[src/design/mcsb_delay.sv]
module mcsb_delay #(
  parameter int Width = 48,
  parameter int Depth = 2
) (
  input  logic             clk_i,
  input  logic             en_i,
  input  logic [Width-1:0] d_i,
  output logic [Width-1:0] q_o
);

  logic [Width-1:0] tap_q [0:Depth-1];

  // shift line, moves only when the pipeline advances
  always_ff @(posedge clk_i) begin
    if (en_i) begin
      tap_q[0] <= d_i;
      for (int k = 1; k < Depth; k++) begin
        tap_q[k] <= tap_q[k-1];
      end
    end
  end

  assign q_o = tap_q[Depth-1];

endmodule

[config.mk]
export PLATFORM = sky130hd
export DESIGN_NAME = mcsb_delay
export DESIGN_NICKNAME = d
export VERILOG_FILES = /design/src/design/mcsb_delay.sv
export SDC_FILE = /design/constraint.sdc
export NUM_CORES = 1
export LEC_CHECK = 0
export ABC_AREA = 1
export BUFFER_PORTS_ARGS = -buffer_cell sky130_fd_sc_hd__buf_2
export CORE_MARGIN = 2
export CORE_UTILIZATION = 45
export CTS_CLUSTER_SIZE = 24
export DETAILED_ROUTE_END_ITERATION = 12
export GPL_TIMING_DRIVEN = 0
export PLACE_DENSITY = 0.73
export SYNTH_ARGS = -nofsm -noshare
export SYNTH_HDL_FRONTEND = slang
export SYNTH_SLANG_ARGS = --single-unit
[constraint.sdc]
create_clock -name clk_i -period 1 [get_ports clk_i]
set_clock_uncertainty 0.1 [all_clocks]
set_input_delay 0.05 -clock clk_i [delete_from_list [all_inputs] [get_ports clk_i]]
set_output_delay 0.05 -clock clk_i [all_outputs]
set_load 0.01 [all_outputs]
==> flow_metrics.env <==
export IMPL_worst_path_max_fanout=1
export IMPL_antenna_cells=0
export IMPL_drtIter0Drc=43
export IMPL_place_inst=338
export IMPL_period_needed_ns=1.05
export IMPL_ys_top_cells_by_area="edfxtp_1 89%, buf_4 11%"
export IMPL_ys_types=2
export IMPL_rsz0062_at_grt="yes"
export IMPL_slew_headroom_pct=63.7
export IMPL_fmax_ghz=0.948
export IMPL_critPathSlowestCell="edfxtp_1"
export IMPL_hold_slack_ns=0.117
export IMPL_dieWidth_um=88.9
export IMPL_yosysWarnings=0
export IMPL_hp_start="en_i"
export IMPL_vias=1484
export IMPL_start_kind="flip-flop"
export IMPL_yosysTopAreaCellShare_pct=88.9
export IMPL_vias_per_cell=4.19
export IMPL_end_kind="output pin"
export IMPL_cts_buffers=9
export IMPL_synth_compound_area_share_pct=0
export IMPL_multi_input_area_um2=0
export IMPL_synth_xor_area_share_pct=0
export IMPL_power_density_nw_per_um2=1760
export IMPL_nets=303
export IMPL_clock_latency_ns=0.34
export IMPL_grt_pass1_wl_mm=7.13
export IMPL_start_util_pct=47.2
export IMPL_maxSlewViolCount=0
export IMPL_yosys_area_share_adder_pct=0
export IMPL_row_count=30
export IMPL_fin_util_pct=65.3
export IMPL_ys_seq_area_share_pct=88.9
export IMPL_cts_max_level=3
export IMPL_critical_path_arrival_ns=0.90
export IMPL_ys_ff_latch=96
export IMPL_routedWlPerCell_um=13.7
export IMPL_routed_wl_mm=4.85
export IMPL_startpoint="tap_q[0][50]"
export IMPL_antenna_found_initial=0
export IMPL_cp_required_ns=0.85
export IMPL_synth_top_family_by_area="buffers and inverters"
export IMPL_die_y_um=88.9
export IMPL_timing_critical_path_buf_inv=1
export IMPL_path_clk_slew_ns=0.08
export IMPL_grt_overflow=0
export IMPL_reg_largest_list="tap_q (96)"
export IMPL_synthMuxAreaShare_pct=0
export IMPL_critPathTopFamily="flip-flops"
export IMPL_cts_buffer_depth=2
export IMPL_top_register="tap_q"
export IMPL_setup_tns_ns=-0.830
export IMPL_synth_nets=194
export IMPL_pin_count=98
export IMPL_synthSimpleGateAreaFrac_pct=0
export IMPL_area_growth_pct=38.3
export IMPL_final_cells=354
export IMPL_syn_area_per_cell_um2=22.5
export IMPL_violations="setup timing"
export IMPL_largest_reg_flops=96
export IMPL_core_um2=6870
export IMPL_die_area_um2=7900
export IMPL_worstSetupPathType="reg2out"
export IMPL_rrSetupSlack_ns=0.26
export IMPL_drv_cap=0
export IMPL_synthCells=144
export IMPL_hp_class="in2reg"
export IMPL_cts_tree="built"
export IMPL_hold_viol=0
export IMPL_setup_violations=46
export IMPL_p_leak_nw=1.73
export IMPL_fin_crit_sh_pct=105
export IMPL_timing_critical_path_cells="buf_6"
export IMPL_drc_errors=0
export IMPL_outcome="complete, but fails checks"
export IMPL_cp_slowest_stage_delay_ns=0.42
export IMPL_dr_pass1_iters=4
export IMPL_timing_rr_start="tap_q[0][10]"
export IMPL_grt_max_degree=55
export IMPL_clock_sinks=96
export IMPL_gp_congestion=0.713
export IMPL_netlist_area_um2=3240
export IMPL_clock_tree_root_cell="clkbuf_8"
export IMPL_port_buffers=97
export IMPL_setup_ws_ns=-0.0543
export IMPL_detail_route_antenna_nets=0
export IMPL_yosysTopAreaCell="edfxtp_1"
export IMPL_first_global_vias=1513
export IMPL_drive_gt1_share_pct=43.8
export IMPL_worstMarginPinSlew_ns=0.545
export IMPL_grt_usage_pct=12.8
export IMPL_nMultiInputCombCells=0
export IMPL_irDropWorstVdd_mv=1.29
==> through the flow <==
stage          worst slack, ns  power, mW  instance area, µm²
3_3_place_gp             -1.02       5.44                3850
2_1_floorplan            0.311       5.15                3240
3_5_place_dp            -0.289       5.47                3880
6_report               -0.0543       7.89                4490
5_1_grt                -0.0984       8.22                4490
4_1_cts                -0.0769       7.96                4490
==> kinds of logic (layout without fill, tap and decap cells) <==
kind of cell	after synthesis	after routing
flip-flops	96	96
buffers and inverters	48	162
==> synthesized netlist by cell type, drive strengths merged <==
| library cell | instances |
|---|---|
| buf | 48 |
| edfxtp | 96 |
==> power breakdown <==
group	internal (mW)	total [mW]	switching [mW]
Combinational	0.421	0.660	0.238
Sequential	4.77	4.87	0.101
Clock	1.14	2.36	1.22
==> what timing repair did <==
action,4_1_cts,5_1_grt
hold buffers,48,0
endpoints found under the hold margin,48,0
buffers inserted,0,0
setup endpoints to repair,48,48
resized for setup,50,0
==> routing by layer <==
layer | track usage [%] | vias to the layer above | part of all wire [%] | routed length, µm
met5 | 0 | - | 0 | 0
met4 | 4.55 | 0 | 0.87 | 42
met3 | 5.54 | 5 | 6.6 | 319
met2 | 22.7 | 61 | 56 | 2690
met1 | 13.7 | 714 | 37 | 1790
li1 | - | 704 | - | -
==> final timing paths <==
kind,cells past startpoint,to
max,1,q_o[2]
min,1,tap_q[0][70]
max reg2reg,0,tap_q[0][58]
min reg2reg,0,tap_q[0][54]
==> layout by cell type (no fill, tap or decap) <==
cell	instances
edfxtp_1	96
dlygate4sd3_1	48
buf_2	48
buf_6	48
clkbuf_8	9
clkinv_2	3
clkinvlp_4	2
bufinv_16	1
clkbuf_1	1
buf_4	1
buf_16	1
==> area by class of cell <==
| cell class | instances | area [µm²] |
|---|---|---|
| fillers | 464 | 2380 |
| well taps | 96 | 120 |
| clock inverters | 6 | 60.1 |
| repair buffers | 146 | 1300 |
| clock buffers | 10 | 128 |
| flip-flops and latches | 96 | 2880 |
(Power assumes the default switching activity.)
